$ cat config.mk
export PLATFORM = sky130hd
export DESIGN_NAME = psva_div6
export DESIGN_NICKNAME = d
export VERILOG_FILES = /design/src/sv/prism_support_volume_accumulator_macros.svh /design/src/sv/psva_pkg.sv /design/src/sv/psva_div6.sv
export SDC_FILE = /design/constraint.sdc
export NUM_CORES = 1
export LEC_CHECK = 0
export BUFFER_PORTS_ARGS = -buffer_cell sky130_fd_sc_hd__buf_4
export CORE_AREA = 2 2 147 121
export CTS_BUF_LIST = sky130_fd_sc_hd__clkbuf_4
export DETAILED_ROUTE_END_ITERATION = 8
export DIE_AREA = 0 0 149 123
export SLEW_MARGIN = 20
export SYNTH_ARGS = -nofsm -noshare
export SYNTH_HDL_FRONTEND = slang
export SYNTH_SLANG_ARGS = --single-unit
$ cat constraint.sdc
create_clock -name clk -period 4 [get_ports clk]
set_input_delay 1.2 -clock clk [delete_from_list [all_inputs] [get_ports clk]]
set_output_delay 1.2 -clock clk [all_outputs]
set_load 0.03 [all_outputs]
$ cat src/sv/prism_support_volume_accumulator_macros.svh
// Assertion macros shared by the prism support volume accumulator RTL
`ifndef PRISM_SUPPORT_VOLUME_ACCUMULATOR_MACROS_SVH
`define PRISM_SUPPORT_VOLUME_ACCUMULATOR_MACROS_SVH

// same-cycle implication, sampled on clk, off while arst_n is low
`define PSVA_ASSERT_IMP(label, ante, cons, msg) \
	label: assert property (@(posedge clk) disable iff (!arst_n) (ante) |-> (cons)) \
		else $error(msg);

// next-cycle implication, sampled on clk, off while arst_n is low
`define PSVA_ASSERT_NXT(label, ante, cons, msg) \
	label: assert property (@(posedge clk) disable iff (!arst_n) (ante) |=> (cons)) \
		else $error(msg);

`endif

$ cat src/sv/psva_pkg.sv
// Types, constants and the microcode table of the prism support volume accumulator
`timescale 1ns / 1ps

package psva_pkg;

	// field widths
	localparam int COORD_W = 20;
	localparam int DIFF_W  = COORD_W + 1;
	localparam int NRM_W   = 16;
	localparam int COS_W   = 15;
	localparam int VOL_W   = 63;
	localparam int NET_W   = 64;
	localparam int IDX_W   = 3;

	// internal value widths
	localparam int NCMP_W  = 44;   // face normal component
	localparam int DN_W    = 60;   // N . n
	localparam int SH_W    = 40;   // sum of |h|
	localparam int L2_W    = 88;   // |N|^2
	localparam int C2_W    = 30;   // cos^2, full 15-bit cosine
	localparam int LIMB_W  = 33;   // signed multiplier operand
	localparam int PROD_W  = 2 * LIMB_W;
	localparam int ACC_W   = 128;
	localparam int VOL_SHIFT = 44;
	localparam int QNUM_W  = 60;   // shifted volume numerator

	// divide by six, one hex digit per cycle
	localparam int DIG_W     = 4;
	localparam int NUM_DIGS  = QNUM_W / DIG_W;
	localparam int DCNT_W    = 4;
	localparam int RECIP6    = 43;
	localparam int RECIP6_SH = 8;

	// microcode
	localparam int STEP_W   = 6;
	localparam int NUM_OPS  = 45;
	localparam logic [STEP_W-1:0] LAST_STEP = STEP_W'(NUM_OPS - 1);

	typedef enum logic [IDX_W-1:0] {
		CFG_ORIGIN_X, CFG_ORIGIN_Y, CFG_ORIGIN_Z,
		CFG_NORMAL_X, CFG_NORMAL_Y, CFG_NORMAL_Z,
		CFG_COS_CRIT, CFG_REF_VOL
	} cfg_idx_t;

	typedef enum logic [5:0] {
		OP_E1X, OP_E1Y, OP_E1Z, OP_E2X, OP_E2Y, OP_E2Z,
		OP_DAX, OP_DAY, OP_DAZ, OP_DBX, OP_DBY, OP_DBZ, OP_DCX, OP_DCY, OP_DCZ,
		OP_PNX, OP_PNY, OP_PNZ,
		OP_NXL, OP_NXH, OP_NYL, OP_NYH, OP_NZL, OP_NZH,
		OP_DNL, OP_DNH, OP_SHL, OP_SHH,
		OP_COS, OP_C2, OP_L2L0, OP_L2L1, OP_L2L2
	} opnd_t;

	typedef enum logic [2:0] {
		WR_NONE, WR_NX, WR_NY, WR_NZ, WR_SH, WR_DN, WR_C2, WR_VOL
	} dest_t;

	typedef enum logic [2:0] {
		S_IDLE, S_RUN, S_DRAIN, S_UPDATE, S_FIN, S_OUT
	} state_t;

	typedef struct packed {
		logic [1:0] sh;    // partial product offset in 32-bit limbs
		logic       neg;
		logic       clr;   // start a new sum
	} mac_ctl_t;

	typedef struct packed {
		opnd_t    a;
		opnd_t    b;
		mac_ctl_t mc;
		dest_t    wr;
	} uop_t;

	typedef struct packed {
		logic ready;
		logic issue;
		uop_t uop;
		logic update;
		logic fin;
		logic load;
	} seq_ctl_t;

	typedef logic [VOL_W-1:0] vol_t;

	function automatic logic signed [DIFF_W-1:0] sdiff(input logic signed [COORD_W-1:0] p,
		input logic signed [COORD_W-1:0] q);
		return {p[COORD_W-1], p} - {q[COORD_W-1], q};
	endfunction

	// saturating add at 2^63-1
	function automatic vol_t sat_add(input vol_t t, input vol_t v);
		logic [VOL_W:0] s;
		s = {1'b0, t} + {1'b0, v};
		return s[VOL_W] ? {VOL_W{1'b1}} : s[VOL_W-1:0];
	endfunction

	function automatic uop_t mk(input opnd_t a, input opnd_t b, input logic [1:0] sh,
		input logic neg, input logic clr, input dest_t wr);
		uop_t u;
		u.a = a;
		u.b = b;
		u.mc.sh = sh;
		u.mc.neg = neg;
		u.mc.clr = clr;
		u.wr = wr;
		return u;
	endfunction

	// one multiply-accumulate per step
	function automatic uop_t uop_rom(input logic [STEP_W-1:0] step);
		uop_t u;
		case (step)
			// face normal N = e1 x e2
			6'd0:  u = mk(OP_E1Y, OP_E2Z, 2'd0, 1'b0, 1'b1, WR_NONE);
			6'd1:  u = mk(OP_E1Z, OP_E2Y, 2'd0, 1'b1, 1'b0, WR_NX);
			6'd2:  u = mk(OP_E1Z, OP_E2X, 2'd0, 1'b0, 1'b1, WR_NONE);
			6'd3:  u = mk(OP_E1X, OP_E2Z, 2'd0, 1'b1, 1'b0, WR_NY);
			6'd4:  u = mk(OP_E1X, OP_E2Y, 2'd0, 1'b0, 1'b1, WR_NONE);
			6'd5:  u = mk(OP_E1Y, OP_E2X, 2'd0, 1'b1, 1'b0, WR_NZ);
			// vertex heights over the plane
			6'd6:  u = mk(OP_DAX, OP_PNX, 2'd0, 1'b0, 1'b1, WR_NONE);
			6'd7:  u = mk(OP_DAY, OP_PNY, 2'd0, 1'b0, 1'b0, WR_NONE);
			6'd8:  u = mk(OP_DAZ, OP_PNZ, 2'd0, 1'b0, 1'b0, WR_SH);
			6'd9:  u = mk(OP_DBX, OP_PNX, 2'd0, 1'b0, 1'b1, WR_NONE);
			6'd10: u = mk(OP_DBY, OP_PNY, 2'd0, 1'b0, 1'b0, WR_NONE);
			6'd11: u = mk(OP_DBZ, OP_PNZ, 2'd0, 1'b0, 1'b0, WR_SH);
			6'd12: u = mk(OP_DCX, OP_PNX, 2'd0, 1'b0, 1'b1, WR_NONE);
			6'd13: u = mk(OP_DCY, OP_PNY, 2'd0, 1'b0, 1'b0, WR_NONE);
			6'd14: u = mk(OP_DCZ, OP_PNZ, 2'd0, 1'b0, 1'b0, WR_SH);
			// N . n
			6'd15: u = mk(OP_NXL, OP_PNX, 2'd0, 1'b0, 1'b1, WR_NONE);
			6'd16: u = mk(OP_NXH, OP_PNX, 2'd1, 1'b0, 1'b0, WR_NONE);
			6'd17: u = mk(OP_NYL, OP_PNY, 2'd0, 1'b0, 1'b0, WR_NONE);
			6'd18: u = mk(OP_NYH, OP_PNY, 2'd1, 1'b0, 1'b0, WR_NONE);
			6'd19: u = mk(OP_NZL, OP_PNZ, 2'd0, 1'b0, 1'b0, WR_NONE);
			6'd20: u = mk(OP_NZH, OP_PNZ, 2'd1, 1'b0, 1'b0, WR_DN);
			// cos^2
			6'd21: u = mk(OP_COS, OP_COS, 2'd0, 1'b0, 1'b1, WR_C2);
			// volume numerator (N . n) * sum|h|
			6'd22: u = mk(OP_DNL, OP_SHL, 2'd0, 1'b0, 1'b1, WR_NONE);
			6'd23: u = mk(OP_DNL, OP_SHH, 2'd1, 1'b0, 1'b0, WR_NONE);
			6'd24: u = mk(OP_DNH, OP_SHL, 2'd1, 1'b0, 1'b0, WR_NONE);
			6'd25: u = mk(OP_DNH, OP_SHH, 2'd2, 1'b0, 1'b0, WR_VOL);
			// |N|^2
			6'd26: u = mk(OP_NXL, OP_NXL, 2'd0, 1'b0, 1'b1, WR_NONE);
			6'd27: u = mk(OP_NXL, OP_NXH, 2'd1, 1'b0, 1'b0, WR_NONE);
			6'd28: u = mk(OP_NXH, OP_NXL, 2'd1, 1'b0, 1'b0, WR_NONE);
			6'd29: u = mk(OP_NXH, OP_NXH, 2'd2, 1'b0, 1'b0, WR_NONE);
			6'd30: u = mk(OP_NYL, OP_NYL, 2'd0, 1'b0, 1'b0, WR_NONE);
			6'd31: u = mk(OP_NYL, OP_NYH, 2'd1, 1'b0, 1'b0, WR_NONE);
			6'd32: u = mk(OP_NYH, OP_NYL, 2'd1, 1'b0, 1'b0, WR_NONE);
			6'd33: u = mk(OP_NYH, OP_NYH, 2'd2, 1'b0, 1'b0, WR_NONE);
			6'd34: u = mk(OP_NZL, OP_NZL, 2'd0, 1'b0, 1'b0, WR_NONE);
			6'd35: u = mk(OP_NZL, OP_NZH, 2'd1, 1'b0, 1'b0, WR_NONE);
			6'd36: u = mk(OP_NZH, OP_NZL, 2'd1, 1'b0, 1'b0, WR_NONE);
			6'd37: u = mk(OP_NZH, OP_NZH, 2'd2, 1'b0, 1'b0, WR_NONE);
			// steep test: cos^2 |N|^2 - (N . n)^2, sign read after the last step
			6'd38: u = mk(OP_DNL, OP_DNL, 2'd0, 1'b1, 1'b1, WR_NONE);
			6'd39: u = mk(OP_DNL, OP_DNH, 2'd1, 1'b1, 1'b0, WR_NONE);
			6'd40: u = mk(OP_DNH, OP_DNL, 2'd1, 1'b1, 1'b0, WR_NONE);
			6'd41: u = mk(OP_DNH, OP_DNH, 2'd2, 1'b1, 1'b0, WR_NONE);
			6'd42: u = mk(OP_C2, OP_L2L0, 2'd0, 1'b0, 1'b0, WR_NONE);
			6'd43: u = mk(OP_C2, OP_L2L1, 2'd1, 1'b0, 1'b0, WR_NONE);
			6'd44: u = mk(OP_C2, OP_L2L2, 2'd2, 1'b0, 1'b0, WR_NONE);
			default: u = mk(OP_COS, OP_COS, 2'd0, 1'b0, 1'b1, WR_NONE);
		endcase
		return u;
	endfunction

endpackage

$ cat src/sv/psva_div6.sv
// Divide by six, one hex digit per cycle, most significant digit first
`timescale 1ns / 1ps

module psva_div6 import psva_pkg::*; (
	input  logic              clk,
	input  logic              arst_n,
	input  logic              start,
	input  logic [QNUM_W-1:0] num,
	output logic              busy,
	output logic [QNUM_W-1:0] quo
);

	logic [QNUM_W-1:0] num_q;
	logic [QNUM_W-1:0] quo_q;
	logic [2:0]        rem_q;
	logic [DCNT_W-1:0] cnt_q;
	logic              busy_q;

	logic [6:0]        cur;
	logic [11:0]       scaled;
	logic [DIG_W-1:0]  qd;
	logic [2:0]        rem_d;

	// digit step: cur < 96, reciprocal 43/256 is exact for that range
	always_comb begin
		cur    = {rem_q, num_q[QNUM_W-1 -: DIG_W]};
		scaled = {5'b0, cur} * 12'(RECIP6);
		qd     = scaled[RECIP6_SH +: DIG_W];
		rem_d  = 3'(cur - ({3'b0, qd} << 2) - ({3'b0, qd} << 1));
	end

	always_ff @(posedge clk or negedge arst_n) begin
		if (!arst_n) begin
			busy_q <= 1'b0;
			cnt_q  <= '0;
			rem_q  <= '0;
		end else if (start) begin
			busy_q <= 1'b1;
			cnt_q  <= '0;
			rem_q  <= '0;
		end else if (busy_q) begin
			rem_q <= rem_d;
			cnt_q <= cnt_q + 1'b1;
			if (cnt_q == DCNT_W'(NUM_DIGS - 1)) begin
				busy_q <= 1'b0;
			end
		end
	end

	always_ff @(posedge clk) begin
		if (start) begin
			num_q <= num;
			quo_q <= '0;
		end else if (busy_q) begin
			num_q <= num_q << DIG_W;
			quo_q <= {quo_q[QNUM_W-DIG_W-1:0], qd};
		end
	end

	assign busy = busy_q;
	assign quo  = quo_q;

endmodule

==> flow_summary.ini <==
[run_status]
outcome = complete, no violations

[die]
pin_count = 124
core_area_um2 = 16890
fp.dieH_um = 123
die_area_um2 = 18330
die_width_um = 149
fp-row-count = 43
start_util_pct = 34.31

[yosys]
ys.flop_type = edfxtp_1
ys_seq_elements = 128
synth-compound-area-share_pct = 2.137
synth_top_cell_by_area = edfxtp_1
seq_area_frac_synth_pct = 55.27
synth_common_cells = nor2_1, mux2i_1, dfxtp_1, edfxtp_1, mux2_2
synth_xor_xnor_area_share_pct = 1.900
netlist_area_um2 = 5796
synth_cells = 444
ys_types = 38
synth_top_family_by_area = multiplexers
synth_top_area_share_pct = 31.09
yosys.area_share.simple_pct = 6.477
synthAdderAreaFrac_pct = 8.981
synth_mux_area_share_pct = 21.42
synthArstFlopShare_pct = 6.250
synth_edf_count = 60
syn_avg_cell_area_um2 = 13.05
synth.most_common_cell = nor2_1
synth_area_leaders = edfxtp_1, dfxtp_1, mux2_2
ys_warn_count = 0
syn_nets = 545

[global_route]
grt_max_degree = 61
first_global_vias = 3631
grt_pass1_wl_mm = 18.10
use_met1_pct = 15.98
grt_use_met3_pct = 4.871
track_usage_pct = 12.67
gr-usage-met2_pct = 20.07
grt_most_used_layer = met2
antenna_found_initial = 1
overflow = 0

[clock_tree]
clock_latency_ps = 510
cts_tree = yes
cts.reportedPaths.clkPinSlew_ps = 120
htreeDepth = 4
clockBufferDepth = 2
cts.sinks = 128
cts_made_buffers = 17
cts_root_buffer = clkbuf_4

[setup_path]
slowest_stage = fa_1
r2r_slack_ps = 130
crit_type = register to register
critPathTopFamily = adder cells
crit_chain = ha_1, inv_1, fa_1, fa_1, inv_1, ha_1, a21o_1, a21oi_4, nand2_4, xnor2_4, ha_2, xnor2_2, xnor3_1, xnor2_1, a211oi_2
worstPathRequired_ps = 4420
max_stage_delay_ps = 540
crit_path_end_kind = register
path_depth = 15
cp_max_fo = 5
crit_arrival_ps = 4280
path_buf_inv = 2
crit_path_start_kind = register
reg2reg_depth = 15

[finish]
fin_util_pct = 43.22
nets = 681
drive_gt1_share_pct = 40.13
stdcell_count = 819
area_growth_pct = 25.97

[route]
postRouteWirelength_mm = 11.64
dr.pass1.iters = 4
drt-wirelength-per-cell_um = 14.21
drt-vias-per-instance = 4.502
post-route-drc-count = 0
ant_nets = 0
dr_total_vias = 3687
first_iter_violations = 142

[timing]
setup_viol = 0
slew_viol_final = 0
fmax_ghz = 0.2584
final_hold_viol_count = 0
finalCritPeriodShare_pct = 96.73
relSlewSlack_pct = 46.39
tightest_slew_ps = 804.1
finalCriticalPeriod_ps = 3869
skew_ps = 27.28

[min_path]
hp-class = input pin to asynchronous set/reset pin

[place]
io_buffers = 123
dp.cells = 779
place.gp.congestion = 0.7772
dp_hpwl_mm = 8.083

[power]
ir_worst_vdd_mv = 0.3834
power_leakage_nw = 3.628
p_per_area_nw_per_um2 = 535.6

[run]
maxCapViolations = 0
## placed cells by master, fill, tap and decap left out, types with 3 or more instances in the layout
| cell type | instances |
|---|---|
| a21o_1 | 3 |
| and2_1 | 4 |
| buf_4 | 138 |
| clkbuf_4 | 21 |
| clkinv_2 | 6 |
| clkinv_4 | 3 |
| dfrtp_1 | 6 |
| dfxtp_1 | 60 |
| edfxtp_1 | 60 |
| fa_1 | 6 |
| ha_1 | 31 |
| inv_1 | 27 |
| mux2_2 | 56 |
| mux2i_1 | 61 |
| nand2_1 | 3 |
| nand3_1 | 3 |
| nor2_1 | 67 |
| xnor2_1 | 5 |
| xor2_1 | 3 |
## final timing paths
check,startpoint,to
setup / recovery,rem_q[1],rem_q[2]
hold / removal,arst_n,cnt_q[1]
setup reg to reg,rem_q[1],rem_q[2]
hold reg to reg,quo[57],quo[57]
max in group asynchronous,arst_n,busy
min in group clk,quo[57],quo[57]
## area by class of cell
type | instances | area [µm²]
diodes | 1 | 2.502
inverters | 27 | 101.3
well taps | 225 | 281.5
clock buffers | 21 | 157.7
clock inverters | 11 | 93.84
flip-flops and latches | 128 | 3208
multi-input cells | 267 | 2400
fillers | 1632 | 9593
repair buffers | 139 | 1056
## power by group
part | leakage (nW) | internal, mW | total (mW) | switching [mW]
Combinational | 2.25 | 0.799 | 1.56 | 0.758
Clock | 0.147 | 0.332 | 0.798 | 0.466
Sequential | 1.23 | 1.49 | 1.56 | 0.0638
Total | 3.63 | 2.62 | 3.91 | 1.29
## metal layers
layer  vias up  share of wire (%)
li1       1822                  -
met4         0                1.4
met2        74                 49
met5         -                  0
met3        11                4.9
met1      1780                 45
## worst register-to-register path, cell delays in order, from the launching register on
cell and delay (ps):
dfrtp_2 450, ha_1 290, inv_1 60, fa_1 510, fa_1 540, inv_1 40
ha_1 300, a21o_1 200, a21oi_4 200, nand2_4 100, xnor2_4 180, ha_2 210
xnor2_2 110, xnor3_1 240, xnor2_1 150, a211oi_2 210
## logic make-up (layout without fill, tap and decap cells)
kind of cell               Yosys count  count (layout)
xor gates and xnor gates            11              11
buffers and inverters               49             198
DFF                                128             128
AOI/OAI and AO/OA                   15              15
muxes                              117             117
adders and majority gates           38              38
and+or+nand+nor                     86              86
other                                0               1
## sequential cells by signal (all words and copies together) (netlist names)
signal / flops
cnt_q: 4
quo: 60
busy: 1
num_q: 60
rem_q: 3
## what timing repair did
item                                    4_1_cts  5_1_grt
buffers inserted                              0        7
resized for setup                             0        5
hold buffers                                  0        0
endpoints found under the setup margin        0        1
## per-stage QoR
stage	setup slack (ps)	total power [mW]	hold slack (ps)	TNS, ps	area, µm²
CTS	36.63	3.747	420.4	0	7216
global placement	226.6	2.887	475.0	0	6964
floorplan	233.8	2.588	505.4	0	5796
global route	-35.69	4.181	409.3	-35.69	7301
finish	130.7	3.910	490.9	0	7301
detailed placement	73.97	2.920	491.8	0	6964
Power figures use the tool's default switching activity.
