<file path="src/sv/prism_support_volume_accumulator_macros.svh">
// Assertion macros shared by the prism support volume accumulator RTL
`ifndef PRISM_SUPPORT_VOLUME_ACCUMULATOR_MACROS_SVH
`define PRISM_SUPPORT_VOLUME_ACCUMULATOR_MACROS_SVH

// same-cycle implication, sampled on clk, off while arst_n is low
`define PSVA_ASSERT_IMP(label, ante, cons, msg) \
	label: assert property (@(posedge clk) disable iff (!arst_n) (ante) |-> (cons)) \
		else $error(msg);

// next-cycle implication, sampled on clk, off while arst_n is low
`define PSVA_ASSERT_NXT(label, ante, cons, msg) \
	label: assert property (@(posedge clk) disable iff (!arst_n) (ante) |=> (cons)) \
		else $error(msg);

`endif

</file>
<file path="src/sv/psva_pkg.sv">
// Types, constants and the microcode table of the prism support volume accumulator
`timescale 1ns / 1ps

package psva_pkg;

	// field widths
	localparam int COORD_W = 20;
	localparam int DIFF_W  = COORD_W + 1;
	localparam int NRM_W   = 16;
	localparam int COS_W   = 15;
	localparam int VOL_W   = 63;
	localparam int NET_W   = 64;
	localparam int IDX_W   = 3;

	// internal value widths
	localparam int NCMP_W  = 44;   // face normal component
	localparam int DN_W    = 60;   // N . n
	localparam int SH_W    = 40;   // sum of |h|
	localparam int L2_W    = 88;   // |N|^2
	localparam int C2_W    = 30;   // cos^2, full 15-bit cosine
	localparam int LIMB_W  = 33;   // signed multiplier operand
	localparam int PROD_W  = 2 * LIMB_W;
	localparam int ACC_W   = 128;
	localparam int VOL_SHIFT = 44;
	localparam int QNUM_W  = 60;   // shifted volume numerator

	// divide by six, one hex digit per cycle
	localparam int DIG_W     = 4;
	localparam int NUM_DIGS  = QNUM_W / DIG_W;
	localparam int DCNT_W    = 4;
	localparam int RECIP6    = 43;
	localparam int RECIP6_SH = 8;

	// microcode
	localparam int STEP_W   = 6;
	localparam int NUM_OPS  = 45;
	localparam logic [STEP_W-1:0] LAST_STEP = STEP_W'(NUM_OPS - 1);

	typedef enum logic [IDX_W-1:0] {
		CFG_ORIGIN_X, CFG_ORIGIN_Y, CFG_ORIGIN_Z,
		CFG_NORMAL_X, CFG_NORMAL_Y, CFG_NORMAL_Z,
		CFG_COS_CRIT, CFG_REF_VOL
	} cfg_idx_t;

	typedef enum logic [5:0] {
		OP_E1X, OP_E1Y, OP_E1Z, OP_E2X, OP_E2Y, OP_E2Z,
		OP_DAX, OP_DAY, OP_DAZ, OP_DBX, OP_DBY, OP_DBZ, OP_DCX, OP_DCY, OP_DCZ,
		OP_PNX, OP_PNY, OP_PNZ,
		OP_NXL, OP_NXH, OP_NYL, OP_NYH, OP_NZL, OP_NZH,
		OP_DNL, OP_DNH, OP_SHL, OP_SHH,
		OP_COS, OP_C2, OP_L2L0, OP_L2L1, OP_L2L2
	} opnd_t;

	typedef enum logic [2:0] {
		WR_NONE, WR_NX, WR_NY, WR_NZ, WR_SH, WR_DN, WR_C2, WR_VOL
	} dest_t;

	typedef enum logic [2:0] {
		S_IDLE, S_RUN, S_DRAIN, S_UPDATE, S_FIN, S_OUT
	} state_t;

	typedef struct packed {
		logic [1:0] sh;    // partial product offset in 32-bit limbs
		logic       neg;
		logic       clr;   // start a new sum
	} mac_ctl_t;

	typedef struct packed {
		opnd_t    a;
		opnd_t    b;
		mac_ctl_t mc;
		dest_t    wr;
	} uop_t;

	typedef struct packed {
		logic ready;
		logic issue;
		uop_t uop;
		logic update;
		logic fin;
		logic load;
	} seq_ctl_t;

	typedef logic [VOL_W-1:0] vol_t;

	function automatic logic signed [DIFF_W-1:0] sdiff(input logic signed [COORD_W-1:0] p,
		input logic signed [COORD_W-1:0] q);
		return {p[COORD_W-1], p} - {q[COORD_W-1], q};
	endfunction

	// saturating add at 2^63-1
	function automatic vol_t sat_add(input vol_t t, input vol_t v);
		logic [VOL_W:0] s;
		s = {1'b0, t} + {1'b0, v};
		return s[VOL_W] ? {VOL_W{1'b1}} : s[VOL_W-1:0];
	endfunction

	function automatic uop_t mk(input opnd_t a, input opnd_t b, input logic [1:0] sh,
		input logic neg, input logic clr, input dest_t wr);
		uop_t u;
		u.a = a;
		u.b = b;
		u.mc.sh = sh;
		u.mc.neg = neg;
		u.mc.clr = clr;
		u.wr = wr;
		return u;
	endfunction

	// one multiply-accumulate per step
	function automatic uop_t uop_rom(input logic [STEP_W-1:0] step);
		uop_t u;
		case (step)
			// face normal N = e1 x e2
			6'd0:  u = mk(OP_E1Y, OP_E2Z, 2'd0, 1'b0, 1'b1, WR_NONE);
			6'd1:  u = mk(OP_E1Z, OP_E2Y, 2'd0, 1'b1, 1'b0, WR_NX);
			6'd2:  u = mk(OP_E1Z, OP_E2X, 2'd0, 1'b0, 1'b1, WR_NONE);
			6'd3:  u = mk(OP_E1X, OP_E2Z, 2'd0, 1'b1, 1'b0, WR_NY);
			6'd4:  u = mk(OP_E1X, OP_E2Y, 2'd0, 1'b0, 1'b1, WR_NONE);
			6'd5:  u = mk(OP_E1Y, OP_E2X, 2'd0, 1'b1, 1'b0, WR_NZ);
			// vertex heights over the plane
			6'd6:  u = mk(OP_DAX, OP_PNX, 2'd0, 1'b0, 1'b1, WR_NONE);
			6'd7:  u = mk(OP_DAY, OP_PNY, 2'd0, 1'b0, 1'b0, WR_NONE);
			6'd8:  u = mk(OP_DAZ, OP_PNZ, 2'd0, 1'b0, 1'b0, WR_SH);
			6'd9:  u = mk(OP_DBX, OP_PNX, 2'd0, 1'b0, 1'b1, WR_NONE);
			6'd10: u = mk(OP_DBY, OP_PNY, 2'd0, 1'b0, 1'b0, WR_NONE);
			6'd11: u = mk(OP_DBZ, OP_PNZ, 2'd0, 1'b0, 1'b0, WR_SH);
			6'd12: u = mk(OP_DCX, OP_PNX, 2'd0, 1'b0, 1'b1, WR_NONE);
			6'd13: u = mk(OP_DCY, OP_PNY, 2'd0, 1'b0, 1'b0, WR_NONE);
			6'd14: u = mk(OP_DCZ, OP_PNZ, 2'd0, 1'b0, 1'b0, WR_SH);
			// N . n
			6'd15: u = mk(OP_NXL, OP_PNX, 2'd0, 1'b0, 1'b1, WR_NONE);
			6'd16: u = mk(OP_NXH, OP_PNX, 2'd1, 1'b0, 1'b0, WR_NONE);
			6'd17: u = mk(OP_NYL, OP_PNY, 2'd0, 1'b0, 1'b0, WR_NONE);
			6'd18: u = mk(OP_NYH, OP_PNY, 2'd1, 1'b0, 1'b0, WR_NONE);
			6'd19: u = mk(OP_NZL, OP_PNZ, 2'd0, 1'b0, 1'b0, WR_NONE);
			6'd20: u = mk(OP_NZH, OP_PNZ, 2'd1, 1'b0, 1'b0, WR_DN);
			// cos^2
			6'd21: u = mk(OP_COS, OP_COS, 2'd0, 1'b0, 1'b1, WR_C2);
			// volume numerator (N . n) * sum|h|
			6'd22: u = mk(OP_DNL, OP_SHL, 2'd0, 1'b0, 1'b1, WR_NONE);
			6'd23: u = mk(OP_DNL, OP_SHH, 2'd1, 1'b0, 1'b0, WR_NONE);
			6'd24: u = mk(OP_DNH, OP_SHL, 2'd1, 1'b0, 1'b0, WR_NONE);
			6'd25: u = mk(OP_DNH, OP_SHH, 2'd2, 1'b0, 1'b0, WR_VOL);
			// |N|^2
			6'd26: u = mk(OP_NXL, OP_NXL, 2'd0, 1'b0, 1'b1, WR_NONE);
			6'd27: u = mk(OP_NXL, OP_NXH, 2'd1, 1'b0, 1'b0, WR_NONE);
			6'd28: u = mk(OP_NXH, OP_NXL, 2'd1, 1'b0, 1'b0, WR_NONE);
			6'd29: u = mk(OP_NXH, OP_NXH, 2'd2, 1'b0, 1'b0, WR_NONE);
			6'd30: u = mk(OP_NYL, OP_NYL, 2'd0, 1'b0, 1'b0, WR_NONE);
			6'd31: u = mk(OP_NYL, OP_NYH, 2'd1, 1'b0, 1'b0, WR_NONE);
			6'd32: u = mk(OP_NYH, OP_NYL, 2'd1, 1'b0, 1'b0, WR_NONE);
			6'd33: u = mk(OP_NYH, OP_NYH, 2'd2, 1'b0, 1'b0, WR_NONE);
			6'd34: u = mk(OP_NZL, OP_NZL, 2'd0, 1'b0, 1'b0, WR_NONE);
			6'd35: u = mk(OP_NZL, OP_NZH, 2'd1, 1'b0, 1'b0, WR_NONE);
			6'd36: u = mk(OP_NZH, OP_NZL, 2'd1, 1'b0, 1'b0, WR_NONE);
			6'd37: u = mk(OP_NZH, OP_NZH, 2'd2, 1'b0, 1'b0, WR_NONE);
			// steep test: cos^2 |N|^2 - (N . n)^2, sign read after the last step
			6'd38: u = mk(OP_DNL, OP_DNL, 2'd0, 1'b1, 1'b1, WR_NONE);
			6'd39: u = mk(OP_DNL, OP_DNH, 2'd1, 1'b1, 1'b0, WR_NONE);
			6'd40: u = mk(OP_DNH, OP_DNL, 2'd1, 1'b1, 1'b0, WR_NONE);
			6'd41: u = mk(OP_DNH, OP_DNH, 2'd2, 1'b1, 1'b0, WR_NONE);
			6'd42: u = mk(OP_C2, OP_L2L0, 2'd0, 1'b0, 1'b0, WR_NONE);
			6'd43: u = mk(OP_C2, OP_L2L1, 2'd1, 1'b0, 1'b0, WR_NONE);
			6'd44: u = mk(OP_C2, OP_L2L2, 2'd2, 1'b0, 1'b0, WR_NONE);
			default: u = mk(OP_COS, OP_COS, 2'd0, 1'b0, 1'b1, WR_NONE);
		endcase
		return u;
	endfunction

endpackage

</file>
<file path="src/sv/psva_mac.sv">
// Shared 33x33 signed multiplier with a 128-bit shifted accumulator
`timescale 1ns / 1ps

module psva_mac import psva_pkg::*; (
	input  logic                     clk,
	input  logic                     arst_n,
	input  logic                     issue,
	input  mac_ctl_t                 ctl,
	input  logic signed [LIMB_W-1:0] a,
	input  logic signed [LIMB_W-1:0] b,
	output logic                     vld_s1,
	output logic signed [ACC_W-1:0]  acc_next,
	output logic signed [ACC_W-1:0]  acc_q
);

	logic signed [PROD_W-1:0] prod_s1;
	mac_ctl_t                 ctl_s1;
	logic signed [ACC_W-1:0]  ext;
	logic signed [ACC_W-1:0]  term;
	logic signed [ACC_W-1:0]  base;

	// multiply stage
	always_ff @(posedge clk or negedge arst_n) begin
		if (!arst_n) begin
			vld_s1 <= 1'b0;
		end else begin
			vld_s1 <= issue;
		end
	end

	always_ff @(posedge clk) begin
		if (issue) begin
			prod_s1 <= a * b;
			ctl_s1  <= ctl;
		end
	end

	// place the partial product and add or subtract
	always_comb begin
		ext = {{(ACC_W - PROD_W){prod_s1[PROD_W-1]}}, prod_s1};
		case (ctl_s1.sh)
			2'd1:    term = ext <<< 32;
			2'd2:    term = ext <<< 64;
			default: term = ext;
		endcase
		base = ctl_s1.clr ? '0 : acc_q;
		acc_next = base + (term ^ {ACC_W{ctl_s1.neg}}) + ACC_W'(ctl_s1.neg);
	end

	always_ff @(posedge clk) begin
		if (vld_s1) begin
			acc_q <= acc_next;
		end
	end

endmodule

</file>
<file path="config.mk">
export PLATFORM = sky130hd
export DESIGN_NAME = psva_mac
export DESIGN_NICKNAME = d
export VERILOG_FILES = /design/src/sv/prism_support_volume_accumulator_macros.svh /design/src/sv/psva_pkg.sv /design/src/sv/psva_mac.sv
export SDC_FILE = /design/constraint.sdc
export NUM_CORES = 2
export LEC_CHECK = 0
export ABC_AREA = 1
export ABC_CLOCK_PERIOD_IN_PS = 3570
export BUFFER_PORTS_ARGS = -buffer_cell sky130_fd_sc_hd__buf_4
export CAP_MARGIN = 5
export CORE_MARGIN = 4
export CORE_UTILIZATION = 54
export CTS_CLUSTER_SIZE = 8
export DETAILED_ROUTE_END_ITERATION = 7
export PLACE_DENSITY = 0.72
export SETUP_SLACK_MARGIN = 0.4
export SLEW_MARGIN = 20
export SYNTH_ARGS = -nofsm -noshare
export SYNTH_HDL_FRONTEND = slang
export SYNTH_SLANG_ARGS = --single-unit
</file>
<file path="constraint.sdc">
create_clock -name clk -period 3.57 [get_ports clk]
set_input_delay 0.1785 -clock clk [delete_from_list [all_inputs] [get_ports clk]]
set_output_delay 0.1785 -clock clk [all_outputs]
set_load 0.01 [all_outputs]
</file>
==> flow_summary.json <==
{
  "outcome": "finished, violations left",
  "violations": "negative setup slack",
  "syn_avg_cell_area_um2": 7.27,
  "ys_seq_elements": 199,
  "setup_viol": 293,
  "ioPinCount": 330,
  "start_kind": "input pin",
  "num_rows": 124,
  "cp-end-kind": "flip-flop",
  "fin_ws_ps": -2880,
  "clkLatencyLatePin_ps": 520,
  "grtUsageTotal_pct": 42.6,
  "ctsLongestPathBuffers": 2,
  "grt_max_degree": 53,
  "clock-root-buffer": "clkbuf_16",
  "slowest_delay_ps": 580,
  "cts_tree": "done",
  "cts.sinks": 199,
  "syn2layout_area_growth_pct": 34.6,
  "hpwlAfterDp_um": 227000,
  "drtIter0Drc": 6523,
  "port_buffers": 329,
  "coreArea_um2": 115000,
  "reg2reg_slack_ps": -760,
  "final_nets": 11800,
  "async_flop_share_pct": 0.503,
  "synth_flop_cell": "edfxtp_1",
  "die_x_um": 349,
  "rr_endpoint": "acc_q[117]",
  "start_util_pct": 54.6,
  "synth-seq-area-share_pct": 9.54,
  "fin_crit_ps": 6450,
  "worstPathArrival_ps": 6730,
  "dieArea_um2": 121000,
  "slew_viol_final": 0,
  "crit_slowest_cell": "fa_1",
  "grt_overflow": 0,
  "syn_nets": 10200,
  "num_vias": 64700,
  "syn_inst": 8612,
  "reg2reg_from": "ctl_s1[2]",
  "grt_pass1_vias": 65400,
  "min_path_type": "in -> async",
  "netlist_area_um2": 62600,
  "cp-endpoint": "prod_s1[59]",
  "grt_setup_unrepaired": "true",
  "antenna_left": 0,
  "fin_tns_setup_ps": -326160,
  "cts.htree.levels": 4,
  "relSlewSlack_pct": 43.8,
  "final-hold-violation-count": 0,
  "antenna_found_initial": 5,
  "skew_ps": 16.6,
  "ys_warn_count": 0,
  "drtPass1Iterations": 8,
  "critPathMaxFanout": 9,
  "drt-total-wl_um": 274000,
  "worstSetupStartpoint": "b[7]",
  "critPathKind": "in -> reg",
  "tightest_slew_ps": 843,
  "synth_top_cell_by_area": "fa_1",
  "critPathRequiredTime_ps": 3850,
  "yosysTopAreaCellShare_pct": 36.6,
  "ys_types": 53,
  "n_fill_cell": 8492,
  "synth_area_leaders": "fa_1, inv_1, nand2_1, edfxtp_1, ha_1",
  "max_cap_violations": 0,
  "die_y_um": 349,
  "vias_per_cell": 5.51,
  "wl_per_cell_um": 23.3,
  "fmax_ghz": 0.155,
  "routabilityCongestion": 1.04,
  "cpMostUsedCell": "inv_2",
  "drive_gt1_share_pct": 28.3,
  "tritoncts.num_buffers": 17,
  "clk_pin_slew_worst_paths_ps": 90,
  "layout_worst_path_cycle_share_pct": 181,
  "grt_pass1_wl_um": 388000,
  "reg2reg_depth": 19,
  "synth-edff-count": 198,
  "drc": 0
}
## state kept, by name (all words and copies together) (netlist names)
register and cells:
prod_s1 66, vld_s1 1, ctl_s1 4, acc_q 128
## how the worst min path moves through the flow
stage	slack [ps]	end
5_1_grt	30	vld_s1
3_5_place_dp	-30	vld_s1
3_3_place_gp	-30	vld_s1
2_1_floorplan	-120	vld_s1
6_report	50	vld_s1
4_1_cts	7	vld_s1
## synth_stat cells (3+ instances only)
library cell,instances
clkbuf_1,295
nor2_1,618
nor4_2,3
a21oi_2,4
nor3_1,42
a21o_1,9
inv_2,61
o211ai_1,19
a221o_1,19
nand3_2,6
buf_2,10
fa_1,1146
o21ai_2,3
nand2_2,26
xor2_1,238
or2_2,11
xnor2_1,14
a31oi_1,9
o22ai_1,25
nand3_1,199
nand2_1,2137
a21oi_1,324
nor2_4,4
nor2_2,50
o21ai_0,220
a21boi_0,5
nand3b_1,4
nor3_2,7
buf_1,23
ha_1,345
o21a_1,6
inv_1,2406
o21bai_1,38
edfxtp_1,198
nand4_1,53
o21ai_1,12
## stage by stage
step	setup WS (ps)	utilization, %	std cells	hold slack (ps)	instance area [µm²]
after floorplan	-3180	-	8612	-117	65000
after global placement	-3570	68.5	11600	-29.2	78500
after detailed placement	-3580	68.5	11600	-26.7	78500
after global routing	-2980	73.5	11700	30.0	84300
after CTS	-2610	70.7	11600	7.41	81100
final	-2880	73.5	11700	46.1	84300
## routing by layer
metal	GRT usage [%]	wire length, µm	up-vias
met5	0	41	-
met4	23.3	21700	6
met3	7.93	28700	1223
met2	68.3	123000	4115
met1	54.9	100000	31200
li1	-	-	28100
## timing repair
item / 4_1_cts / 5_1_grt
endpoints found under the setup margin: 307 / 310
hold endpoints to repair: 5 / 0
hold buffers: 5 / 0
gates cloned: 3 / 15
gates resized for setup: 439 / 676
buffers inserted: 42 / 71
pin swaps: 157 / 359
## cell type report
cell class / instances / area, µm² / share of cell area (%)
clock buffer: 18 / 429 / 0.509
antenna: 6 / 15.0 / 0.0178
clock inverter: 13 / 139 / 0.165
sequential: 199 / 5970 / 7.09
multi-input combinational: 5614 / 49800 / 59.1
inverter: 2469 / 9310 / 11.0
timing repair buffer: 1895 / 16700 / 19.8
tap: 1512 / 1890 / 2.24
## placed cells by master, fill, tap and decap left out, drive strengths merged, types with 33 or more instances in the layout
| master | count |
|---|---|
| inv | 2470 |
| nand2 | 2164 |
| buf | 1874 |
| fa | 1146 |
| nor2 | 672 |
| ha | 345 |
| a21oi | 328 |
| xor2 | 238 |
| o21ai | 235 |
| nand3 | 205 |
| edfxtp | 198 |
| nand4 | 53 |
| nor3 | 49 |
| o21bai | 40 |
| clkbuf | 33 |
## cells by family (layout without fill, tap and decap cells)
family	count (synthesis)	in the layout	share of synthesized area (%)
other cells	0	6	0
xor+xnor	252	252	3.52
simple gates	3171	3171	20.4
fa+ha+maj	1491	1491	43.5
compound gates	700	700	6.22
buf+inv	2799	4395	16.8
flops	199	199	9.54
## critical path: cells and delay by family
family	cells	cell delay, ps
AOI/OAI and AO/OA	1	130
and+or+nand+nor	8	750
xor gates and xnor gates	1	60
adders and majority gates	9	4560
buffers and inverters	11	1030
Power is left out: the tool's default activity adds up to more than one toggle a clock period on the data nets, which glitch-free logic cannot reach.
