==> src/sv/prism_support_volume_accumulator_macros.svh <==
// Assertion macros shared by the prism support volume accumulator RTL
`ifndef PRISM_SUPPORT_VOLUME_ACCUMULATOR_MACROS_SVH
`define PRISM_SUPPORT_VOLUME_ACCUMULATOR_MACROS_SVH

// same-cycle implication, sampled on clk, off while arst_n is low
`define PSVA_ASSERT_IMP(label, ante, cons, msg) \
	label: assert property (@(posedge clk) disable iff (!arst_n) (ante) |-> (cons)) \
		else $error(msg);

// next-cycle implication, sampled on clk, off while arst_n is low
`define PSVA_ASSERT_NXT(label, ante, cons, msg) \
	label: assert property (@(posedge clk) disable iff (!arst_n) (ante) |=> (cons)) \
		else $error(msg);

`endif

==> src/sv/psva_pkg.sv <==
// Types, constants and the microcode table of the prism support volume accumulator
`timescale 1ns / 1ps

package psva_pkg;

	// field widths
	localparam int COORD_W = 20;
	localparam int DIFF_W  = COORD_W + 1;
	localparam int NRM_W   = 16;
	localparam int COS_W   = 15;
	localparam int VOL_W   = 63;
	localparam int NET_W   = 64;
	localparam int IDX_W   = 3;

	// internal value widths
	localparam int NCMP_W  = 44;   // face normal component
	localparam int DN_W    = 60;   // N . n
	localparam int SH_W    = 40;   // sum of |h|
	localparam int L2_W    = 88;   // |N|^2
	localparam int C2_W    = 30;   // cos^2, full 15-bit cosine
	localparam int LIMB_W  = 33;   // signed multiplier operand
	localparam int PROD_W  = 2 * LIMB_W;
	localparam int ACC_W   = 128;
	localparam int VOL_SHIFT = 44;
	localparam int QNUM_W  = 60;   // shifted volume numerator

	// divide by six, one hex digit per cycle
	localparam int DIG_W     = 4;
	localparam int NUM_DIGS  = QNUM_W / DIG_W;
	localparam int DCNT_W    = 4;
	localparam int RECIP6    = 43;
	localparam int RECIP6_SH = 8;

	// microcode
	localparam int STEP_W   = 6;
	localparam int NUM_OPS  = 45;
	localparam logic [STEP_W-1:0] LAST_STEP = STEP_W'(NUM_OPS - 1);

	typedef enum logic [IDX_W-1:0] {
		CFG_ORIGIN_X, CFG_ORIGIN_Y, CFG_ORIGIN_Z,
		CFG_NORMAL_X, CFG_NORMAL_Y, CFG_NORMAL_Z,
		CFG_COS_CRIT, CFG_REF_VOL
	} cfg_idx_t;

	typedef enum logic [5:0] {
		OP_E1X, OP_E1Y, OP_E1Z, OP_E2X, OP_E2Y, OP_E2Z,
		OP_DAX, OP_DAY, OP_DAZ, OP_DBX, OP_DBY, OP_DBZ, OP_DCX, OP_DCY, OP_DCZ,
		OP_PNX, OP_PNY, OP_PNZ,
		OP_NXL, OP_NXH, OP_NYL, OP_NYH, OP_NZL, OP_NZH,
		OP_DNL, OP_DNH, OP_SHL, OP_SHH,
		OP_COS, OP_C2, OP_L2L0, OP_L2L1, OP_L2L2
	} opnd_t;

	typedef enum logic [2:0] {
		WR_NONE, WR_NX, WR_NY, WR_NZ, WR_SH, WR_DN, WR_C2, WR_VOL
	} dest_t;

	typedef enum logic [2:0] {
		S_IDLE, S_RUN, S_DRAIN, S_UPDATE, S_FIN, S_OUT
	} state_t;

	typedef struct packed {
		logic [1:0] sh;    // partial product offset in 32-bit limbs
		logic       neg;
		logic       clr;   // start a new sum
	} mac_ctl_t;

	typedef struct packed {
		opnd_t    a;
		opnd_t    b;
		mac_ctl_t mc;
		dest_t    wr;
	} uop_t;

	typedef struct packed {
		logic ready;
		logic issue;
		uop_t uop;
		logic update;
		logic fin;
		logic load;
	} seq_ctl_t;

	typedef logic [VOL_W-1:0] vol_t;

	function automatic logic signed [DIFF_W-1:0] sdiff(input logic signed [COORD_W-1:0] p,
		input logic signed [COORD_W-1:0] q);
		return {p[COORD_W-1], p} - {q[COORD_W-1], q};
	endfunction

	// saturating add at 2^63-1
	function automatic vol_t sat_add(input vol_t t, input vol_t v);
		logic [VOL_W:0] s;
		s = {1'b0, t} + {1'b0, v};
		return s[VOL_W] ? {VOL_W{1'b1}} : s[VOL_W-1:0];
	endfunction

	function automatic uop_t mk(input opnd_t a, input opnd_t b, input logic [1:0] sh,
		input logic neg, input logic clr, input dest_t wr);
		uop_t u;
		u.a = a;
		u.b = b;
		u.mc.sh = sh;
		u.mc.neg = neg;
		u.mc.clr = clr;
		u.wr = wr;
		return u;
	endfunction

	// one multiply-accumulate per step
	function automatic uop_t uop_rom(input logic [STEP_W-1:0] step);
		uop_t u;
		case (step)
			// face normal N = e1 x e2
			6'd0:  u = mk(OP_E1Y, OP_E2Z, 2'd0, 1'b0, 1'b1, WR_NONE);
			6'd1:  u = mk(OP_E1Z, OP_E2Y, 2'd0, 1'b1, 1'b0, WR_NX);
			6'd2:  u = mk(OP_E1Z, OP_E2X, 2'd0, 1'b0, 1'b1, WR_NONE);
			6'd3:  u = mk(OP_E1X, OP_E2Z, 2'd0, 1'b1, 1'b0, WR_NY);
			6'd4:  u = mk(OP_E1X, OP_E2Y, 2'd0, 1'b0, 1'b1, WR_NONE);
			6'd5:  u = mk(OP_E1Y, OP_E2X, 2'd0, 1'b1, 1'b0, WR_NZ);
			// vertex heights over the plane
			6'd6:  u = mk(OP_DAX, OP_PNX, 2'd0, 1'b0, 1'b1, WR_NONE);
			6'd7:  u = mk(OP_DAY, OP_PNY, 2'd0, 1'b0, 1'b0, WR_NONE);
			6'd8:  u = mk(OP_DAZ, OP_PNZ, 2'd0, 1'b0, 1'b0, WR_SH);
			6'd9:  u = mk(OP_DBX, OP_PNX, 2'd0, 1'b0, 1'b1, WR_NONE);
			6'd10: u = mk(OP_DBY, OP_PNY, 2'd0, 1'b0, 1'b0, WR_NONE);
			6'd11: u = mk(OP_DBZ, OP_PNZ, 2'd0, 1'b0, 1'b0, WR_SH);
			6'd12: u = mk(OP_DCX, OP_PNX, 2'd0, 1'b0, 1'b1, WR_NONE);
			6'd13: u = mk(OP_DCY, OP_PNY, 2'd0, 1'b0, 1'b0, WR_NONE);
			6'd14: u = mk(OP_DCZ, OP_PNZ, 2'd0, 1'b0, 1'b0, WR_SH);
			// N . n
			6'd15: u = mk(OP_NXL, OP_PNX, 2'd0, 1'b0, 1'b1, WR_NONE);
			6'd16: u = mk(OP_NXH, OP_PNX, 2'd1, 1'b0, 1'b0, WR_NONE);
			6'd17: u = mk(OP_NYL, OP_PNY, 2'd0, 1'b0, 1'b0, WR_NONE);
			6'd18: u = mk(OP_NYH, OP_PNY, 2'd1, 1'b0, 1'b0, WR_NONE);
			6'd19: u = mk(OP_NZL, OP_PNZ, 2'd0, 1'b0, 1'b0, WR_NONE);
			6'd20: u = mk(OP_NZH, OP_PNZ, 2'd1, 1'b0, 1'b0, WR_DN);
			// cos^2
			6'd21: u = mk(OP_COS, OP_COS, 2'd0, 1'b0, 1'b1, WR_C2);
			// volume numerator (N . n) * sum|h|
			6'd22: u = mk(OP_DNL, OP_SHL, 2'd0, 1'b0, 1'b1, WR_NONE);
			6'd23: u = mk(OP_DNL, OP_SHH, 2'd1, 1'b0, 1'b0, WR_NONE);
			6'd24: u = mk(OP_DNH, OP_SHL, 2'd1, 1'b0, 1'b0, WR_NONE);
			6'd25: u = mk(OP_DNH, OP_SHH, 2'd2, 1'b0, 1'b0, WR_VOL);
			// |N|^2
			6'd26: u = mk(OP_NXL, OP_NXL, 2'd0, 1'b0, 1'b1, WR_NONE);
			6'd27: u = mk(OP_NXL, OP_NXH, 2'd1, 1'b0, 1'b0, WR_NONE);
			6'd28: u = mk(OP_NXH, OP_NXL, 2'd1, 1'b0, 1'b0, WR_NONE);
			6'd29: u = mk(OP_NXH, OP_NXH, 2'd2, 1'b0, 1'b0, WR_NONE);
			6'd30: u = mk(OP_NYL, OP_NYL, 2'd0, 1'b0, 1'b0, WR_NONE);
			6'd31: u = mk(OP_NYL, OP_NYH, 2'd1, 1'b0, 1'b0, WR_NONE);
			6'd32: u = mk(OP_NYH, OP_NYL, 2'd1, 1'b0, 1'b0, WR_NONE);
			6'd33: u = mk(OP_NYH, OP_NYH, 2'd2, 1'b0, 1'b0, WR_NONE);
			6'd34: u = mk(OP_NZL, OP_NZL, 2'd0, 1'b0, 1'b0, WR_NONE);
			6'd35: u = mk(OP_NZL, OP_NZH, 2'd1, 1'b0, 1'b0, WR_NONE);
			6'd36: u = mk(OP_NZH, OP_NZL, 2'd1, 1'b0, 1'b0, WR_NONE);
			6'd37: u = mk(OP_NZH, OP_NZH, 2'd2, 1'b0, 1'b0, WR_NONE);
			// steep test: cos^2 |N|^2 - (N . n)^2, sign read after the last step
			6'd38: u = mk(OP_DNL, OP_DNL, 2'd0, 1'b1, 1'b1, WR_NONE);
			6'd39: u = mk(OP_DNL, OP_DNH, 2'd1, 1'b1, 1'b0, WR_NONE);
			6'd40: u = mk(OP_DNH, OP_DNL, 2'd1, 1'b1, 1'b0, WR_NONE);
			6'd41: u = mk(OP_DNH, OP_DNH, 2'd2, 1'b1, 1'b0, WR_NONE);
			6'd42: u = mk(OP_C2, OP_L2L0, 2'd0, 1'b0, 1'b0, WR_NONE);
			6'd43: u = mk(OP_C2, OP_L2L1, 2'd1, 1'b0, 1'b0, WR_NONE);
			6'd44: u = mk(OP_C2, OP_L2L2, 2'd2, 1'b0, 1'b0, WR_NONE);
			default: u = mk(OP_COS, OP_COS, 2'd0, 1'b0, 1'b1, WR_NONE);
		endcase
		return u;
	endfunction

endpackage

==> src/sv/psva_seq.sv <==
// Sequencer: steps the microcode through the shared multiplier per triangle
`timescale 1ns / 1ps

module psva_seq import psva_pkg::*; (
	input  logic     clk,
	input  logic     arst_n,
	input  logic     tri_valid,
	input  logic     last_item,
	input  logic     div_busy,
	input  logic     out_free,
	output seq_ctl_t ctl
);

	state_t              state_q, state_d;
	logic [STEP_W-1:0]   step_q;

	// next state
	always_comb begin
		state_d = state_q;
		case (state_q)
			S_IDLE:   if (tri_valid) state_d = S_RUN;
			S_RUN:    if (step_q == LAST_STEP) state_d = S_DRAIN;
			S_DRAIN:  if (!div_busy) state_d = S_UPDATE;
			S_UPDATE: state_d = last_item ? S_FIN : S_IDLE;
			S_FIN:    state_d = S_OUT;
			S_OUT:    if (out_free) state_d = S_IDLE;
			default:  state_d = S_IDLE;
		endcase
	end

	// outputs
	always_comb begin
		ctl.ready  = (state_q == S_IDLE);
		ctl.issue  = (state_q == S_RUN);
		ctl.uop    = uop_rom(step_q);
		ctl.update = (state_q == S_UPDATE);
		ctl.fin    = (state_q == S_FIN);
		ctl.load   = (state_q == S_OUT) && out_free;
	end

	always_ff @(posedge clk or negedge arst_n) begin
		if (!arst_n) begin
			state_q <= S_IDLE;
			step_q  <= '0;
		end else begin
			state_q <= state_d;
			if (state_q == S_RUN) begin
				step_q <= step_q + 1'b1;
			end else begin
				step_q <= '0;
			end
		end
	end

endmodule

==> config.mk <==
export PLATFORM = sky130hd
export DESIGN_NAME = psva_seq
export DESIGN_NICKNAME = d
export VERILOG_FILES = /design/src/sv/prism_support_volume_accumulator_macros.svh /design/src/sv/psva_pkg.sv /design/src/sv/psva_seq.sv
export SDC_FILE = /design/constraint.sdc
export NUM_CORES = 1
export LEC_CHECK = 0
export BUFFER_PORTS_ARGS = -buffer_cell sky130_fd_sc_hd__buf_2
export CAP_MARGIN = 20
export CORE_MARGIN = 5
export CORE_UTILIZATION = 45
export CTS_BUF_LIST = sky130_fd_sc_hd__clkbuf_2 sky130_fd_sc_hd__clkbuf_4 sky130_fd_sc_hd__clkbuf_8
export DETAILED_ROUTE_END_ITERATION = 6
export PLACE_DENSITY_LB_ADDON = 0.25
export REMOVE_ABC_BUFFERS = 1
export SLEW_MARGIN = 20
export SYNTH_ARGS = -nofsm -noshare
export SYNTH_HDL_FRONTEND = slang
export SYNTH_SLANG_ARGS = --single-unit
==> constraint.sdc <==
create_clock -name clk -period 5.72 [get_ports clk]
set_input_delay 1.144 -clock clk [delete_from_list [all_inputs] [get_ports clk]]
set_output_delay 1.144 -clock clk [all_outputs]
set_load 0.05 [all_outputs]
==> impl_metrics.sql <==
INSERT INTO impl_metrics (metric_group, metric, value, unit) VALUES
('timing', 'tightestPinTransition', '963', 'ps'),
('drt', 'drtPass1Iterations', '4', ''),
('grt', 'globalRoute.totalOverflow', '0', ''),
('floorplanning', 'initial_cell_density_of_the_core', '47.9', '%'),
('cts', 'root_buffer_cell', 'sky130_fd_sc_hd__clkbuf_4', ''),
('cts', 'ctsHoldBuffers', '0', ''),
('yosys', 'yosys_register_bits', '9', ''),
('yosys', 'syn_avg_cell_area', '7.36', 'sq um'),
('timing', 'max_freq', '270', 'MHz'),
('layout', 'antennaDiodeCount', '0', ''),
('hold_path', 'worst_hold_path_ep', 'state_q[0]', ''),
('worst_setup_path', 'cp-start-kind', 'register', ''),
('worst_setup_path', 'regToRegStartpoint', 'step_q[3]', ''),
('yosys', 'mapped_cells', '202', ''),
('worst_setup_path', 'cpPeakStageDelay', '550', 'ps'),
('worst_setup_path', 'setup.worst_path.class', 'reg2out', ''),
('cts', 'cts.clk_slew.worst_paths', '60', 'ps'),
('run_status', 'status', 'complete, no violations', ''),
('drt', 'number_of_nets_with_antenna_violations_after_detailed_routing', '0', ''),
('layout', 'area_growth', '7.91', '%'),
('timing', 'period_needed', '3700', 'ps'),
('cts', 'clock_latency', '260', 'ps'),
('run', 'cap_violations', '0', ''),
('grt', 'maximum_number_of_pins_on_one_net_before_global_route_repair', '41', ''),
('cts', 'post_cts_resized', '0', ''),
('floorplanning', 'die_h', '67.5', 'um'),
('layout', 'fin_area', '1600', 'sq um'),
('worst_setup_path', 'timing.reg2reg.setup_slack', '3900', 'ps'),
('hold_path', 'hold-path-cell-count', '1', ''),
('worst_setup_path', 'cp_cell_sequence', 'inv_1 > ha_1 > or3b_1 > a21oi_1 > a31oi_1 > o22ai_1 > buf_2', ''),
('cts', 'ctsHtreeMaxLevel', '1', ''),
('cts', 'cts_post_setup_buffers_inserted', '0', ''),
('drt', 'routed_via_density', '5.65', ''),
('cts', 'ctsLongestPathBuffers', '2', ''),
('layout', 'fin_nets', '240', ''),
('grt', 'grt_util_all_layers', '17.9', '%'),
('layout', 'final_layout_size_suffix_gt1_share', '19.7', '%'),
('yosys', 'synth-seq-area-share', '15.2', '%'),
('yosys', 'synth-edff-count', '0', ''),
('floorplanning', 'standard_cell_core_area', '3100', 'sq um'),
('yosys', 'synth.yosys.warnings', '0', ''),
('worst_setup_path', 'worst_ep_arrival_time', '2560', 'ps'),
('worst_setup_path', 'timing.critical_path.to_type', 'primary output', ''),
('timing', 'grt_setup_unrepaired', 'no', ''),
('placed_design', 'placedInstanceArea', '1570', 'sq um'),
('floorplanning', 'die_w', '67.5', 'um'),
('yosys', 'async_flop_share', '100', '%'),
('worst_setup_path', 'critPathSlowestCell', 'sky130_fd_sc_hd__dfrtp_1', ''),
('drt', 'finalWirelength', '3860', 'um'),
('floorplanning', 'std_cell_rows', '20', ''),
('grt', 'globalRouteMet2Util', '29.2', '%'),
('timing', 'worst_slew_margin_rel', '35.8', '%'),
('drt', 'vias', '1481', ''),
('timing', 'finalSetupTns', '0', 'ps'),
('timing', 'pins_over_slew_limit', '0', ''),
('yosys', 'synth_area', '1490', 'sq um'),
('drt', 'first_iter_violations', '210', ''),
('hold_path', 'worstHoldStart', 'state_q[1]', ''),
('floorplanning', 'num_io_pins', '30', ''),
('timing', 'hold_viol_final', '0', ''),
('layout', 'most_common_cell_after_layout_fill_and_taps_aside', 'sky130_fd_sc_hd__buf_2', ''),
('worst_setup_path', 'timing.critical_path.required', '4580', 'ps'),
('worst_setup_path', 'ff_to_ff_path_depth', '4', ''),
('grt', 'number_of_global_route_vias_before_repair', '1350', ''),
('grt', 'antenna_found_initial', '0', ''),
('drt', 'drc', '0', ''),
('worst_setup_path', 'critPathMaxFanout', '11', ''),
('floorplanning', 'dieArea', '4550', 'sq um'),
('hold_path', 'hp-class', 'reg2reg', ''),
('grt', 'globalRouteMet1Util', '24.0', '%'),
('layout', 'most-common-layout-cells', '28 x sky130_fd_sc_hd__buf_2, 22 x sky130_fd_sc_hd__nand2_1, 21 x sky130_fd_sc_hd__nor2_1', '');
-- routing by layer --
metal  share of wire [%]  vias up  wire [um]
li1                    -      749          -
met1                  47      677       1800
met2                  47       53       1800
met3                 6.3        2        244
met4                0.31        0         12
met5                   0        -          0
-- worst max-delay path: cells and delay by family (launching register included) --
family          cells  cell delay (ps)
flops               1              550
buf+inv             2              490
fa+ha+maj           1              510
compound gates      3              370
simple gates        1              380
-- how the worst max path moves through the flow --
stage / to / startpoint / slack (ps) / cells past startpoint
after floorplan: ctl[19] / step_q[2] / 1940 / 4
after global placement: ctl[17] / step_q[0] / 2400 / 7
after detailed placement: ctl[17] / step_q[0] / 2330 / 7
after CTS: ctl[17] / step_q[0] / 2040 / 7
after global routing: ctl[17] / step_q[0] / 1860 / 7
final: ctl[17] / step_q[0] / 2020 / 7
-- sequential cells by signal, summed over array words and instances (netlist names) --
name / cells
state_q: 3
step_q: 6
-- final cells by class --
cell class | count | area [sq um]
multi-input combinational | 164 | 1100
fill | 340 | 1500
timing repair buffer | 30 | 155
tap | 44 | 55.1
sequential | 9 | 225
clock buffer | 4 | 30.0
inverter | 11 | 41.3
-- synth_stat cells (all sizes together), types with 4 or more instances --
| library cell | instances | area, sq um |
|---|---|---|
| nand3 | 4 | 25.0 |
| o211ai | 5 | 37.5 |
| nand2b | 7 | 51.3 |
| a31oi | 4 | 25.0 |
| nand2 | 22 | 82.6 |
| inv | 11 | 41.3 |
| ha | 15 | 188 |
| dfrtp | 9 | 225 |
| a21oi | 19 | 95.1 |
| buf | 17 | 119 |
| o21ai | 12 | 60.1 |
| mux2i | 5 | 50.1 |
| nor2 | 22 | 85.1 |
-- cell families (layout without fill, tap and decap cells) --
logic type / after synthesis / count (layout) / synth area share, %
DFF: 9 / 9 / 15.2
AOI/OAI and AO/OA: 68 / 68 / 31.4
adders and majority gates: 15 / 15 / 12.6
buffers and inverters: 29 / 45 / 11.0
xor gates and xnor gates: 4 / 4 / 2.36
and+or+nand+nor: 71 / 71 / 23.8
other: 1 / 1 / 0.252
muxes: 5 / 5 / 3.37
-- stage by stage --
stage,hold slack (ps),cells,setup slack [ps],utilization (%)
3_3_place_gp,547,258,2400,50.7
4_1_cts,560,262,2040,51.7
6_report,560,262,2020,51.7
2_1_floorplan,490,184,1940,-
3_5_place_dp,556,258,2330,50.7
5_1_grt,580,262,1860,51.7
Power is not shown: default switching activity piles up to over one toggle a cycle in this logic, so the estimate is an artifact.
